==> config.mk <==
export PLATFORM = sky130hd
export DESIGN_NAME = ps2_mouse_packet_decoder
export DESIGN_NICKNAME = d
export VERILOG_FILES = /design/src/rtl/core/ps2md_pkg.sv /design/src/rtl/core/ps2_mouse_packet_decoder.sv /design/src/rtl/core/ps2md_ram.sv /design/src/rtl/core/ps2md_front.sv /design/src/rtl/core/ps2md_fifo.sv /design/src/rtl/core/ps2md_back.sv
export SDC_FILE = /design/constraint.sdc
export NUM_CORES = 2
export LEC_CHECK = 0
export BUFFER_PORTS_ARGS = -buffer_cell sky130_fd_sc_hd__buf_2
export CORE_MARGIN = 1.5
export CORE_UTILIZATION = 35
export CTS_CLUSTER_DIAMETER = 50
export DETAILED_ROUTE_END_ITERATION = 16
export SLEW_MARGIN = 25
export SYNTH_ARGS = -nofsm -noshare
export SYNTH_HDL_FRONTEND = slang
export SYNTH_SLANG_ARGS = --single-unit
==> constraint.sdc <==
create_clock -name clk_i -period 12.5 [get_ports clk_i]
set_input_delay 0.625 -clock clk_i [delete_from_list [all_inputs] [get_ports clk_i]]
set_output_delay 0.625 -clock clk_i [all_outputs]
set_load 0.02 [all_outputs]
==> src/rtl/core/ps2md_pkg.sv <==
// Shared types, codes and constants of the PS/2 mouse packet decoder.
package ps2md_pkg;

  // Default ring size and the depth of the front-to-back command queue
  localparam int unsigned QUEUE_DEPTH_DEF = 32;
  localparam int unsigned FIFO_DEPTH      = 2;

  // Configuration port widths
  localparam int unsigned CFG_IDX_W  = 3;
  localparam int unsigned CFG_DATA_W = 16;

  // Reset values of the configuration registers
  localparam logic [2:0]  PACKET_BYTES_RST = 3'd3;
  localparam logic [15:0] BOUND_X_RST      = 16'd1280;
  localparam logic [15:0] BOUND_Y_RST      = 16'd800;

  // Bit positions inside the packet header and wheel byte
  localparam int unsigned SYNC_BIT   = 3;
  localparam int unsigned X_SIGN_BIT = 4;
  localparam int unsigned Y_SIGN_BIT = 5;
  localparam int unsigned BTN4_BIT   = 4;
  localparam int unsigned BTN5_BIT   = 5;

  typedef enum logic [CFG_IDX_W-1:0] {
    CFG_ENABLE,
    CFG_PACKET_BYTES,
    CFG_FIVE_BUTTON,
    CFG_BOUND_X,
    CFG_BOUND_Y,
    CFG_SYNC_CHECK
  } cfg_idx_e;

  typedef enum logic [1:0] {
    OP_DATA,
    OP_DELTA,
    OP_POP,
    OP_SET
  } op_e;

  // Command classes handed from the front to the back
  typedef enum logic [2:0] {
    CMD_TAKEN,
    CMD_IGNORED,
    CMD_NOT_READY,
    CMD_PACKET,
    CMD_DELTA,
    CMD_POP,
    CMD_SET
  } cmd_e;

  // Result kinds seen on the output channel
  typedef enum logic [3:0] {
    KIND_TAKEN,
    KIND_QUEUED,
    KIND_FULL,
    KIND_IGNORED,
    KIND_DELTA,
    KIND_EVENT,
    KIND_EMPTY,
    KIND_SET,
    KIND_NOT_READY
  } kind_e;

  typedef struct packed {
    logic        enable;
    logic [2:0]  packet_bytes;
    logic        five_button;
    logic [15:0] bound_x;
    logic [15:0] bound_y;
    logic        sync_check;
  } cfg_t;

  typedef struct packed {
    cmd_e               cmd;
    logic signed [8:0]  dx;
    logic signed [9:0]  dy;
    logic signed [3:0]  dz;
    logic [4:0]         btn;
    logic [47:0]        tick;
    logic [15:0]        new_x;
    logic [15:0]        new_y;
  } cmd_t;

  // One ring entry: motion, buttons and timestamp
  typedef struct packed {
    logic signed [8:0]  dx;
    logic signed [9:0]  dy;
    logic signed [3:0]  dz;
    logic [4:0]         btn;
    logic [47:0]        tick;
  } event_t;

  localparam int unsigned EVENT_W = $bits(event_t);

endpackage

==> src/rtl/core/ps2_mouse_packet_decoder.sv <==
// Top level of the PS/2 mouse packet decoder: configuration registers and block wiring.
//
// Takes one item per clock cycle and gives one result for each item, in order. An item
// passes a front stage that assembles 3- or 4-byte packets and classifies the item, a
// two-entry command queue, and a back stage that updates the saturating delta sums, the
// clamped cursor and the event ring and loads the output register. The input stalls only
// when the command queue is full, which happens only while the output side stalls. The
// event ring is a RAM of QUEUE_DEPTH entries with one write and one registered read per
// cycle; it keeps at most QUEUE_DEPTH-1 events and needs no clearing after reset.
// Configuration writes are always taken (cfg_ready_o is tied high) and must only be
// issued while the block is idle.
module ps2_mouse_packet_decoder #(
  parameter int unsigned QUEUE_DEPTH = ps2md_pkg::QUEUE_DEPTH_DEF
) (
  input  logic                           clk_i,
  input  logic                           rst_ni,
  // Configuration write channel
  input  logic                           cfg_valid_i,
  output logic                           cfg_ready_o,
  input  logic [ps2md_pkg::CFG_IDX_W-1:0]  cfg_index_i,
  input  logic [ps2md_pkg::CFG_DATA_W-1:0] cfg_data_i,
  // Input items
  input  logic                           in_valid_i,
  output logic                           in_stall_o,
  input  logic [1:0]                     operation_i,
  input  logic [7:0]                     data_byte_i,
  input  logic                           from_aux_i,
  input  logic [47:0]                    arrival_tick_i,
  input  logic [15:0]                    new_x_i,
  input  logic [15:0]                    new_y_i,
  // Result items
  output logic                           out_valid_o,
  input  logic                           out_stall_i,
  output logic [3:0]                     kind_o,
  output logic signed [8:0]              move_dx_o,
  output logic signed [9:0]              move_dy_o,
  output logic signed [3:0]              move_dz_o,
  output logic [4:0]                     button_bits_o,
  output logic signed [31:0]             acc_dx_o,
  output logic signed [31:0]             acc_dy_o,
  output logic [15:0]                    pos_x_o,
  output logic [15:0]                    pos_y_o,
  output logic [47:0]                    event_tick_o
);

  ps2md_pkg::cfg_t cfg_q;
  ps2md_pkg::cmd_t front_cmd, back_cmd;
  logic            push, pop, fifo_full, fifo_empty;

  assign cfg_ready_o = 1'b1;

  // Configuration registers
  always_ff @(posedge clk_i or negedge rst_ni) begin
    if (!rst_ni) begin
      cfg_q.enable       <= 1'b0;
      cfg_q.packet_bytes <= ps2md_pkg::PACKET_BYTES_RST;
      cfg_q.five_button  <= 1'b0;
      cfg_q.bound_x      <= ps2md_pkg::BOUND_X_RST;
      cfg_q.bound_y      <= ps2md_pkg::BOUND_Y_RST;
      cfg_q.sync_check   <= 1'b0;
    end else if (cfg_valid_i) begin
      case (ps2md_pkg::cfg_idx_e'(cfg_index_i))
        ps2md_pkg::CFG_ENABLE:       cfg_q.enable       <= cfg_data_i[0];
        ps2md_pkg::CFG_PACKET_BYTES: cfg_q.packet_bytes <= cfg_data_i[2:0];
        ps2md_pkg::CFG_FIVE_BUTTON:  cfg_q.five_button  <= cfg_data_i[0];
        ps2md_pkg::CFG_BOUND_X:      cfg_q.bound_x      <= cfg_data_i;
        ps2md_pkg::CFG_BOUND_Y:      cfg_q.bound_y      <= cfg_data_i;
        ps2md_pkg::CFG_SYNC_CHECK:   cfg_q.sync_check   <= cfg_data_i[0];
        default: begin
        end
      endcase
    end
  end

  // Accept and classify items
  ps2md_front u_front (
    .clk_i          (clk_i),
    .rst_ni         (rst_ni),
    .cfg_i          (cfg_q),
    .in_valid_i     (in_valid_i),
    .in_stall_o     (in_stall_o),
    .operation_i    (operation_i),
    .data_byte_i    (data_byte_i),
    .from_aux_i     (from_aux_i),
    .arrival_tick_i (arrival_tick_i),
    .new_x_i        (new_x_i),
    .new_y_i        (new_y_i),
    .fifo_full_i    (fifo_full),
    .push_o         (push),
    .cmd_o          (front_cmd)
  );

  // Decouple front and back
  ps2md_fifo u_fifo (
    .clk_i   (clk_i),
    .rst_ni  (rst_ni),
    .push_i  (push),
    .data_i  (front_cmd),
    .full_o  (fifo_full),
    .pop_i   (pop),
    .empty_o (fifo_empty),
    .data_o  (back_cmd)
  );

  // Execute commands and drive results
  ps2md_back #(
    .QUEUE_DEPTH (QUEUE_DEPTH)
  ) u_back (
    .clk_i         (clk_i),
    .rst_ni        (rst_ni),
    .cfg_i         (cfg_q),
    .fifo_empty_i  (fifo_empty),
    .cmd_i         (back_cmd),
    .pop_o         (pop),
    .out_valid_o   (out_valid_o),
    .out_stall_i   (out_stall_i),
    .kind_o        (kind_o),
    .move_dx_o     (move_dx_o),
    .move_dy_o     (move_dy_o),
    .move_dz_o     (move_dz_o),
    .button_bits_o (button_bits_o),
    .acc_dx_o      (acc_dx_o),
    .acc_dy_o      (acc_dy_o),
    .pos_x_o       (pos_x_o),
    .pos_y_o       (pos_y_o),
    .event_tick_o  (event_tick_o)
  );

endmodule

==> src/rtl/core/ps2md_ram.sv <==
// Generic single-write, single-read RAM with registered read data.
module ps2md_ram #(
  parameter int unsigned WIDTH = 8,
  parameter int unsigned DEPTH = 32
) (
  input  logic                     clk_i,
  input  logic                     wr_en_i,
  input  logic [$clog2(DEPTH)-1:0] wr_addr_i,
  input  logic [WIDTH-1:0]         wr_data_i,
  input  logic                     rd_en_i,
  input  logic [$clog2(DEPTH)-1:0] rd_addr_i,
  output logic [WIDTH-1:0]         rd_data_o
);

  logic [WIDTH-1:0] mem_q [DEPTH];
  logic [WIDTH-1:0] rd_data_q;

  // Write port
  always_ff @(posedge clk_i) begin
    if (wr_en_i) begin
      mem_q[wr_addr_i] <= wr_data_i;
    end
  end

  // Registered read port, holds between reads
  always_ff @(posedge clk_i) begin
    if (rd_en_i) begin
      rd_data_q <= mem_q[rd_addr_i];
    end
  end

  assign rd_data_o = rd_data_q;

endmodule

==> src/rtl/core/ps2md_front.sv <==
// Front end: accepts items, assembles packets and classifies each item.
module ps2md_front (
  input  logic              clk_i,
  input  logic              rst_ni,
  input  ps2md_pkg::cfg_t   cfg_i,
  input  logic              in_valid_i,
  output logic              in_stall_o,
  input  logic [1:0]        operation_i,
  input  logic [7:0]        data_byte_i,
  input  logic              from_aux_i,
  input  logic [47:0]       arrival_tick_i,
  input  logic [15:0]       new_x_i,
  input  logic [15:0]       new_y_i,
  input  logic              fifo_full_i,
  output logic              push_o,
  output ps2md_pkg::cmd_t   cmd_o
);

  logic [1:0] byte_idx_q, byte_idx_d;
  logic [7:0] store_q [4];
  logic       accept;
  logic       store_we;
  logic       size4;
  logic       complete;
  logic       sync_bad;
  logic [7:0] b0, b1, b2, b3;
  logic signed [9:0] y_raw;

  assign in_stall_o = fifo_full_i;
  assign accept     = in_valid_i & ~fifo_full_i;
  assign push_o     = accept;

  // Packet size: 4 and above means wheel packets
  assign size4    = cfg_i.packet_bytes[2];
  assign complete = (byte_idx_q == 2'd3) || (byte_idx_q == 2'd2 && !size4);
  assign sync_bad = cfg_i.sync_check && (byte_idx_q == 2'd0) &&
                    !data_byte_i[ps2md_pkg::SYNC_BIT];

  // Take the byte arriving now in place of its not yet written slot
  assign b0 = store_q[0];
  assign b1 = (byte_idx_q == 2'd1) ? data_byte_i : store_q[1];
  assign b2 = (byte_idx_q == 2'd2) ? data_byte_i : store_q[2];
  assign b3 = (byte_idx_q == 2'd3) ? data_byte_i : store_q[3];
  assign y_raw = {b0[ps2md_pkg::Y_SIGN_BIT], b0[ps2md_pkg::Y_SIGN_BIT], b2};

  // Classify the item and decode a finished packet
  always_comb begin
    byte_idx_d  = byte_idx_q;
    store_we    = 1'b0;
    cmd_o.cmd   = ps2md_pkg::CMD_IGNORED;
    cmd_o.dx    = $signed({b0[ps2md_pkg::X_SIGN_BIT], b1});
    cmd_o.dy    = -y_raw;
    cmd_o.dz    = size4 ? $signed(b3[3:0]) : 4'sd0;
    cmd_o.btn   = {2'b00, b0[2:0]};
    if (size4 && cfg_i.five_button) begin
      cmd_o.btn[4:3] = {b3[ps2md_pkg::BTN5_BIT], b3[ps2md_pkg::BTN4_BIT]};
    end
    cmd_o.tick  = arrival_tick_i;
    cmd_o.new_x = new_x_i;
    cmd_o.new_y = new_y_i;
    unique case (ps2md_pkg::op_e'(operation_i))
      ps2md_pkg::OP_DATA: begin
        if (!cfg_i.enable) begin
          cmd_o.cmd = ps2md_pkg::CMD_NOT_READY;
        end else if (!from_aux_i || sync_bad) begin
          cmd_o.cmd = ps2md_pkg::CMD_IGNORED;
        end else begin
          store_we = 1'b1;
          if (complete) begin
            cmd_o.cmd  = ps2md_pkg::CMD_PACKET;
            byte_idx_d = 2'd0;
          end else begin
            cmd_o.cmd  = ps2md_pkg::CMD_TAKEN;
            byte_idx_d = byte_idx_q + 2'd1;
          end
        end
      end
      ps2md_pkg::OP_DELTA: begin
        cmd_o.cmd = cfg_i.enable ? ps2md_pkg::CMD_DELTA : ps2md_pkg::CMD_NOT_READY;
      end
      ps2md_pkg::OP_POP: begin
        cmd_o.cmd = ps2md_pkg::CMD_POP;
      end
      ps2md_pkg::OP_SET: begin
        cmd_o.cmd = ps2md_pkg::CMD_SET;
      end
      default: begin
        cmd_o.cmd = ps2md_pkg::CMD_IGNORED;
      end
    endcase
  end

  // Advance the byte position on accepted items
  always_ff @(posedge clk_i or negedge rst_ni) begin
    if (!rst_ni) begin
      byte_idx_q <= 2'd0;
    end else if (accept) begin
      byte_idx_q <= byte_idx_d;
    end
  end

  // Hold packet bytes
  always_ff @(posedge clk_i) begin
    if (accept && store_we) begin
      store_q[byte_idx_q] <= data_byte_i;
    end
  end

endmodule

==> src/rtl/core/ps2md_fifo.sv <==
// Short command queue between the front and the back.
module ps2md_fifo (
  input  logic            clk_i,
  input  logic            rst_ni,
  input  logic            push_i,
  input  ps2md_pkg::cmd_t data_i,
  output logic            full_o,
  input  logic            pop_i,
  output logic            empty_o,
  output ps2md_pkg::cmd_t data_o
);

  localparam int unsigned PW = $clog2(ps2md_pkg::FIFO_DEPTH);
  localparam int unsigned CW = $clog2(ps2md_pkg::FIFO_DEPTH + 1);

  ps2md_pkg::cmd_t entries_q [ps2md_pkg::FIFO_DEPTH];
  logic [PW-1:0]   wr_ptr_q, rd_ptr_q;
  logic [CW-1:0]   count_q;

  assign full_o  = (count_q == CW'(ps2md_pkg::FIFO_DEPTH));
  assign empty_o = (count_q == '0);
  assign data_o  = entries_q[rd_ptr_q];

  // Store incoming commands
  always_ff @(posedge clk_i) begin
    if (push_i) begin
      entries_q[wr_ptr_q] <= data_i;
    end
  end

  // Advance pointers and count
  always_ff @(posedge clk_i or negedge rst_ni) begin
    if (!rst_ni) begin
      wr_ptr_q <= '0;
      rd_ptr_q <= '0;
      count_q  <= '0;
    end else begin
      if (push_i) begin
        wr_ptr_q <= (wr_ptr_q == PW'(ps2md_pkg::FIFO_DEPTH - 1)) ? '0 : wr_ptr_q + 1'b1;
      end
      if (pop_i) begin
        rd_ptr_q <= (rd_ptr_q == PW'(ps2md_pkg::FIFO_DEPTH - 1)) ? '0 : rd_ptr_q + 1'b1;
      end
      if (push_i && !pop_i) begin
        count_q <= count_q + 1'b1;
      end else if (pop_i && !push_i) begin
        count_q <= count_q - 1'b1;
      end
    end
  end

endmodule

==> src/rtl/core/ps2md_back.sv <==
// Back end: accumulates motion, moves the cursor, runs the event ring, drives results.
module ps2md_back #(
  parameter int unsigned QUEUE_DEPTH = ps2md_pkg::QUEUE_DEPTH_DEF
) (
  input  logic              clk_i,
  input  logic              rst_ni,
  input  ps2md_pkg::cfg_t   cfg_i,
  input  logic              fifo_empty_i,
  input  ps2md_pkg::cmd_t   cmd_i,
  output logic              pop_o,
  output logic              out_valid_o,
  input  logic              out_stall_i,
  output logic [3:0]        kind_o,
  output logic signed [8:0] move_dx_o,
  output logic signed [9:0] move_dy_o,
  output logic signed [3:0] move_dz_o,
  output logic [4:0]        button_bits_o,
  output logic signed [31:0] acc_dx_o,
  output logic signed [31:0] acc_dy_o,
  output logic [15:0]       pos_x_o,
  output logic [15:0]       pos_y_o,
  output logic [47:0]       event_tick_o
);

  localparam int unsigned RPW = $clog2(QUEUE_DEPTH);

  // Architectural state
  logic signed [31:0] sum_x_q, sum_x_d, sum_y_q, sum_y_d;
  logic [4:0]         held_q, held_d;
  logic [15:0]        cur_x_q, cur_x_d, cur_y_q, cur_y_d;
  logic [RPW-1:0]     head_q, head_d, tail_q, tail_d;

  // Result register
  logic               out_valid_q;
  ps2md_pkg::kind_e   kind_q, kind_d;
  logic signed [8:0]  dx_q, dx_d;
  logic signed [9:0]  dy_q, dy_d;
  logic signed [3:0]  dz_q, dz_d;
  logic [4:0]         btn_q, btn_d;
  logic signed [31:0] accx_q, accx_d, accy_q, accy_d;

  logic               fire;
  logic [RPW-1:0]     head_inc, tail_inc;
  logic               ring_full, ring_empty;
  logic               ram_we, ram_re;
  logic signed [32:0] sx_sum, sy_sum;
  ps2md_pkg::event_t  wr_evt, rd_evt;
  logic [ps2md_pkg::EVENT_W-1:0] rd_word;

  // Add a motion to a coordinate and clamp it to [0, bound-1]
  function automatic logic [15:0] clamp_pos(input logic [15:0] cur,
                                            input logic signed [9:0] d,
                                            input logic [15:0] bound);
    logic signed [17:0] v;
    logic [15:0]        hi;
    v  = $signed({2'b00, cur}) + 18'(d);
    hi = (bound == 16'd0) ? 16'd0 : bound - 16'd1;
    if (v[17]) begin
      return 16'd0;
    end else if (v[16:0] > {1'b0, hi}) begin
      return hi;
    end else begin
      return v[15:0];
    end
  endfunction

  // Saturate a 33-bit sum to the 32-bit signed range
  function automatic logic signed [31:0] sat32(input logic signed [32:0] s);
    if (s[32] != s[31]) begin
      return s[32] ? {1'b1, 31'd0} : {1'b0, {31{1'b1}}};
    end else begin
      return s[31:0];
    end
  endfunction

  assign fire  = !fifo_empty_i && (!out_valid_q || !out_stall_i);
  assign pop_o = fire;

  assign head_inc   = (head_q == RPW'(QUEUE_DEPTH - 1)) ? '0 : head_q + 1'b1;
  assign tail_inc   = (tail_q == RPW'(QUEUE_DEPTH - 1)) ? '0 : tail_q + 1'b1;
  assign ring_full  = (head_inc == tail_q);
  assign ring_empty = (head_q == tail_q);

  assign sx_sum = 33'(sum_x_q) + 33'(cmd_i.dx);
  assign sy_sum = 33'(sum_y_q) + 33'(cmd_i.dy);

  assign wr_evt.dx   = cmd_i.dx;
  assign wr_evt.dy   = cmd_i.dy;
  assign wr_evt.dz   = cmd_i.dz;
  assign wr_evt.btn  = cmd_i.btn;
  assign wr_evt.tick = cmd_i.tick;

  // Execute one command
  always_comb begin
    sum_x_d = sum_x_q;
    sum_y_d = sum_y_q;
    held_d  = held_q;
    cur_x_d = cur_x_q;
    cur_y_d = cur_y_q;
    head_d  = head_q;
    tail_d  = tail_q;
    ram_we  = 1'b0;
    ram_re  = 1'b0;
    kind_d  = ps2md_pkg::KIND_IGNORED;
    dx_d    = '0;
    dy_d    = '0;
    dz_d    = '0;
    btn_d   = '0;
    accx_d  = '0;
    accy_d  = '0;
    unique case (cmd_i.cmd)
      ps2md_pkg::CMD_TAKEN:     kind_d = ps2md_pkg::KIND_TAKEN;
      ps2md_pkg::CMD_IGNORED:   kind_d = ps2md_pkg::KIND_IGNORED;
      ps2md_pkg::CMD_NOT_READY: kind_d = ps2md_pkg::KIND_NOT_READY;
      ps2md_pkg::CMD_PACKET: begin
        dx_d    = cmd_i.dx;
        dy_d    = cmd_i.dy;
        dz_d    = cmd_i.dz;
        btn_d   = cmd_i.btn;
        sum_x_d = sat32(sx_sum);
        sum_y_d = sat32(sy_sum);
        held_d  = cmd_i.btn;
        cur_x_d = clamp_pos(cur_x_q, 10'(cmd_i.dx), cfg_i.bound_x);
        cur_y_d = clamp_pos(cur_y_q, cmd_i.dy, cfg_i.bound_y);
        if (ring_full) begin
          kind_d = ps2md_pkg::KIND_FULL;
        end else begin
          kind_d = ps2md_pkg::KIND_QUEUED;
          ram_we = 1'b1;
          head_d = head_inc;
        end
      end
      ps2md_pkg::CMD_DELTA: begin
        kind_d  = ps2md_pkg::KIND_DELTA;
        accx_d  = sum_x_q;
        accy_d  = sum_y_q;
        btn_d   = held_q;
        sum_x_d = '0;
        sum_y_d = '0;
      end
      ps2md_pkg::CMD_POP: begin
        if (ring_empty) begin
          kind_d = ps2md_pkg::KIND_EMPTY;
        end else begin
          kind_d = ps2md_pkg::KIND_EVENT;
          ram_re = 1'b1;
          tail_d = tail_inc;
        end
      end
      ps2md_pkg::CMD_SET: begin
        kind_d  = ps2md_pkg::KIND_SET;
        cur_x_d = cmd_i.new_x;
        cur_y_d = cmd_i.new_y;
      end
      default: kind_d = ps2md_pkg::KIND_IGNORED;
    endcase
  end

  // Update state and result valid
  always_ff @(posedge clk_i or negedge rst_ni) begin
    if (!rst_ni) begin
      sum_x_q     <= '0;
      sum_y_q     <= '0;
      held_q      <= '0;
      cur_x_q     <= '0;
      cur_y_q     <= '0;
      head_q      <= '0;
      tail_q      <= '0;
      out_valid_q <= 1'b0;
    end else begin
      if (fire) begin
        sum_x_q     <= sum_x_d;
        sum_y_q     <= sum_y_d;
        held_q      <= held_d;
        cur_x_q     <= cur_x_d;
        cur_y_q     <= cur_y_d;
        head_q      <= head_d;
        tail_q      <= tail_d;
        out_valid_q <= 1'b1;
      end else if (!out_stall_i) begin
        out_valid_q <= 1'b0;
      end
    end
  end

  // Capture result payload
  always_ff @(posedge clk_i) begin
    if (fire) begin
      kind_q <= kind_d;
      dx_q   <= dx_d;
      dy_q   <= dy_d;
      dz_q   <= dz_d;
      btn_q  <= btn_d;
      accx_q <= accx_d;
      accy_q <= accy_d;
    end
  end

  // Event ring storage
  ps2md_ram #(
    .WIDTH (ps2md_pkg::EVENT_W),
    .DEPTH (QUEUE_DEPTH)
  ) u_ring (
    .clk_i     (clk_i),
    .wr_en_i   (fire && ram_we),
    .wr_addr_i (head_q),
    .wr_data_i (wr_evt),
    .rd_en_i   (fire && ram_re),
    .rd_addr_i (tail_q),
    .rd_data_o (rd_word)
  );

  assign rd_evt = ps2md_pkg::event_t'(rd_word);

  // Drive results, popped events come straight from the ring read data
  assign out_valid_o   = out_valid_q;
  assign kind_o        = kind_q;
  assign move_dx_o     = (kind_q == ps2md_pkg::KIND_EVENT) ? rd_evt.dx   : dx_q;
  assign move_dy_o     = (kind_q == ps2md_pkg::KIND_EVENT) ? rd_evt.dy   : dy_q;
  assign move_dz_o     = (kind_q == ps2md_pkg::KIND_EVENT) ? rd_evt.dz   : dz_q;
  assign button_bits_o = (kind_q == ps2md_pkg::KIND_EVENT) ? rd_evt.btn  : btn_q;
  assign event_tick_o  = (kind_q == ps2md_pkg::KIND_EVENT) ? rd_evt.tick : 48'd0;
  assign acc_dx_o      = accx_q;
  assign acc_dy_o      = accy_q;
  assign pos_x_o       = cur_x_q;
  assign pos_y_o       = cur_y_q;

endmodule
==> flow_results.org <==
** Place
- The count of buffers added on input and output ports is 292.
- At the end of routability-driven placement, the weighted congestion stood at 0.8266.
- Once detailed placement completed, the half-perimeter wirelength came to 173.4 mm.

** Global route
- For this run the aggregate overflow at the end of global routing stands at 0.
- Total GRT Usage :: 17.68%
- Maximum number of pins on one net before global-route repair :: 136
- Number of global-route vias before repair :: 62830
- Number of antenna violations at the first check in global routing :: 34
- First-pass GRT wire length :: 450.5 mm

** Pwr
- IR analysis of the VDD net gives a maximum drop of 0.0002375 V.
- Total power consumption of the routed design :: 33750 uW
- In this run the power density over the cells is 238.0 nW/um^2.
- Cell leakage power :: 0.04664 uW

** STA
- Setup repair after global routing left no endpoint under its margin.
- Achievable frequency :: 135.0 MHz
- Dividing the final minimum period by the clock period gives 59.27%.
- Accumulated negative setup slack :: 0 ns
- Number of setup violations in the final report :: 0
- Slew @ Worst Pin :: 1.117 ns
- The hold violation count in the final report came to 0.
- Relative max-transition margin :: 25.56%
- Hold timing on the final database bottoms out at a slack of 0.06544 ns.
- Clk_skew :: 0.1096 ns
- The worst path needs 7.408 ns of the cycle, external delays included.
- The number of max-slew violations in the final report came to 0.

** Synthesis
- Of the synthesized area, sequential elements account for 74.05%.
- For this run, the leading register cell type out of synthesis is sky130_fd_sc_hd__edfxtp_1.
- Yosys printed 0 warnings.
- Counting flops with an async set or reset pin after synthesis yields a share of 5.121%.
- Post-synthesis cell count :: 5859
- Post-synthesis instance area :: 120900 um^2
- Cell type with the largest total area after synthesis :: sky130_fd_sc_hd__edfxtp_1
- By area the synthesized netlist is led by sky130_fd_sc_hd__edfxtp_1, sky130_fd_sc_hd__mux4_2, sky130_fd_sc_hd__dfrtp_1.
- In this run, distinct cell masters in the synthesized netlist total 87.
- Mean instance size in the synthesized netlist :: 20.64 um^2
- Summed over its instances, the top area cell type makes up 70.86% of the synthesized netlist area.
- Number of enable-type register cells in the synthesized netlist :: 2853
- When the netlist entered floorplanning its net count stood at 6125.
- Register bit total from synthesis :: 3007

** Final layout
- The area growth from synthesis to layout is 17.29%.
- # nets final :: 6738
- Share of final-layout standard cells stronger than drive strength 1 :: 30.26%

** Clock network
- TritonCTS created 361 clock buffers.
- Clock-pin slew was measured on the worst setup and hold paths at 0.06 ns.
- Insertion delay to the later sink of the worst-skew pair :: 0.97 ns
- Total clock sinks :: 3007
- The cell sitting at the root of the clock tree is a sky130_fd_sc_hd__clkbuf_16.
- Counting along the longest clock path gives a buffer depth of 4.
- CTS H-tree lvls :: 5
- TritonCTS clock tree :: yes
- Setup repair bufs after CTS :: 0
- Post-cts hold buffer count :: 98
- CTS-repair resized insts :: 0

** Setup path
- In this design, the stage delay of the slowest critical-path cell is 0.86 ns.
- Traced cell by cell, the critical path runs through buf_4 > mux2_2 > ha_1 > fa_1 > a21o_1 > a21oi_1 > nor2_1 > o21a_1 > a21oi_1 > o21bai_1 > a21oi_1 > xnor2_1 > ha_1 > a21oi_1 > nor2b_1 > o21ai_0 > nand2b_1 > a221o_1 > a21o_1 > a21oi_1 > a2bb2oi_4 > mux2_2 > o21ai_0.
- The most numerous cell type found on the critical path is sky130_fd_sc_hd__a21oi_1.
- Across all register-to-register paths, the minimum setup slack is 5.09 ns.
- Worst path required time :: 13.30 ns
- Slowest stage cell, crit path :: sky130_fd_sc_hd__buf_4
- Critical path startpoint category :: register
- For the worst setup path, the data arrival time is 8.20 ns.
- Endpoint kind of the worst setup timing path :: register
- Of all nets on the critical path, the largest fanout is 50.
- The critical path is of the reg2reg type.

** Drt
- Detailed router's first-iteration violation count :: 5745
- For this run, design rule violations remaining after detail routing come to 0.
- Via-to-Cell Ratio :: 5.354
- The pre-antenna-repair detailed-routing pass consisted of 5 iterations.
- Aggregate routed wire length :: 312.5 mm
- Post-DR wirelength/cell :: 27.57 um
- Count of antenna-violating nets left after detailed routing :: 0
- Across all layers, the routed design uses 60700 vias.

** Min path
- Path type of the worst min-delay path :: in2reg

** Status
- Status :: complete, no violations

** Floorplan
- Once the floorplan was initialized, standard cells occupied 35.20% of the core.
- For this design the top-level I/O count stands at 294.
- The die is 590.8 um wide.
- The die covers 349000 um^2.
- Area of the core region :: 343500 um^2
- Die extent in y :: 590.8 um
- Row generation in the floorplan step produced 215 rows.

** Job
- Max_cap viols :: 0
## per-stage QoR
stage / util, % / std cells / instance area, um^2 / setup slack (ns)
2_1_floorplan: - / 5859 / 120900 / 2.481
3_3_place_gp: 37.38 / 10570 / 128400 / 4.948
3_5_place_dp: 37.40 / 10570 / 128500 / 5.067
4_1_cts: 41.27 / 11330 / 141800 / 5.046
5_1_grt: 41.28 / 11330 / 141800 / 4.621
6_report: 41.28 / 11340 / 141800 / 5.092
## metal layers
metal	wire (um)	GRT usage, %	vias up
met5	184	0	-
met4	7165	4.338	26
met3	19760	2.911	453
met2	150600	28.95	2109
met1	134800	24.68	32660
li1	-	-	25450
## flip-flops by register name, summed over array words and instances, names as in the netlist, 9 cells and up
name and cells:
u_back.dy_q 10, u_back.acc_dy_o 32, u_fifo.entries_q 222, u_back.pos_x_o 16
u_back.u_ring.mem_q 2432, u_back.sum_y_q 32, cfg_q 36, u_back.dx_q 9
u_front.store_q 27, u_back.acc_dx_o 32, u_back.pos_y_o 16, u_back.sum_x_q 32
u_back.u_ring.rd_data_o 76
## layout make-up
cell class	count	area, um^2
Clock buffer	429	9371
Clock inverter	233	2942
Fill cell	29710	201700
Sequential cell	3007	89550
Antenna cell	8	20.02
Multi-Input combinational cell	2507	30400
Tap cell	4557	5702
Inverter	79	304.0
Timing Repair Buffer	516	3521
## cell usage after synthesis (all sizes together), types with 7 or more instances
cell type / instances
nor3: 72
mux4: 760
mux2: 229
nand2b: 14
clkbuf: 170
xnor2: 83
a22oi: 31
mux2i: 79
and3: 10
nand3: 33
nor2b: 19
a211oi: 9
a31oi: 8
and2: 154
o21a: 18
nand4: 13
a221o: 9
ha: 147
a21oi: 148
and4: 9
edfxtp: 2853
or3: 10
inv: 79
a21o: 55
dfrtp: 149
xor2: 44
buf: 96
nor2: 144
o21ai: 115
o211ai: 12
nand2: 178
o31ai: 7
o21bai: 12
## report_power, final
part / total [uW] / leakage, uW / switching [uW] / internal (uW)
logic: 9760 / 0.0129 / 5730 / 4030
registers: 13300 / 0.0278 / 499 / 12800
clock network: 10700 / 0.00594 / 4270 / 6410
## layout by cell type, fill, tap and decap left out, types with 81 or more instances in the layout
master / instances
sky130_fd_sc_hd__a21oi_1: 146
sky130_fd_sc_hd__clkbuf_16: 363
sky130_fd_sc_hd__o21ai_0: 106
sky130_fd_sc_hd__nor2_1: 112
sky130_fd_sc_hd__buf_4: 113
sky130_fd_sc_hd__nand2_1: 176
sky130_fd_sc_hd__ha_1: 147
sky130_fd_sc_hd__edfxtp_1: 2853
sky130_fd_sc_hd__dlygate4sd3_1: 98
sky130_fd_sc_hd__buf_2: 291
sky130_fd_sc_hd__and2_1: 154
sky130_fd_sc_hd__dfrtp_1: 143
sky130_fd_sc_hd__mux2_2: 229
sky130_fd_sc_hd__mux4_2: 760
sky130_fd_sc_hd__xnor2_1: 81
## worst paths after layout
kind                                       start                      end  cells past startpoint
max                              u_fifo.rd_ptr_q        u_back.pos_y_o[8]                     23
max in group asynchronous                 rst_ni        u_back.pos_x_o[8]                      4
max reg2reg                      u_fifo.rd_ptr_q        u_back.pos_y_o[8]                     23
min in group asynchronous                 rst_ni       u_back.sum_y_q[16]                      2
min                                cfg_data_i[0]                 cfg_q[1]                      3
min reg2reg                u_front.store_q[0][0]  u_fifo.entries_q[0][80]                      0
## worst max-delay path, delay by kind of cell (launching register included)
family                   cells  cell delay (ns)
AND/OR/NAND/NOR              3             0.24
buffers and inverters        1             0.86
AO/OA/AOI/OAI               13             2.93
XOR/XNOR                     1             0.17
adder cells (fa/ha/maj)      3             1.03
flip-flops                   1             0.83
multiplexers                 2             1.11
## cells by family after synthesis
family	share of synthesized area [%]
xor gates and xnor gates	0.9199
and+or+nand+nor	2.833
DFF	74.05
other	0.003101
AOI/OAI and AO/OA	2.562
buffers and inverters	1.103
adders and majority gates	1.587
muxes	16.94
(Power assumes the default switching activity.)
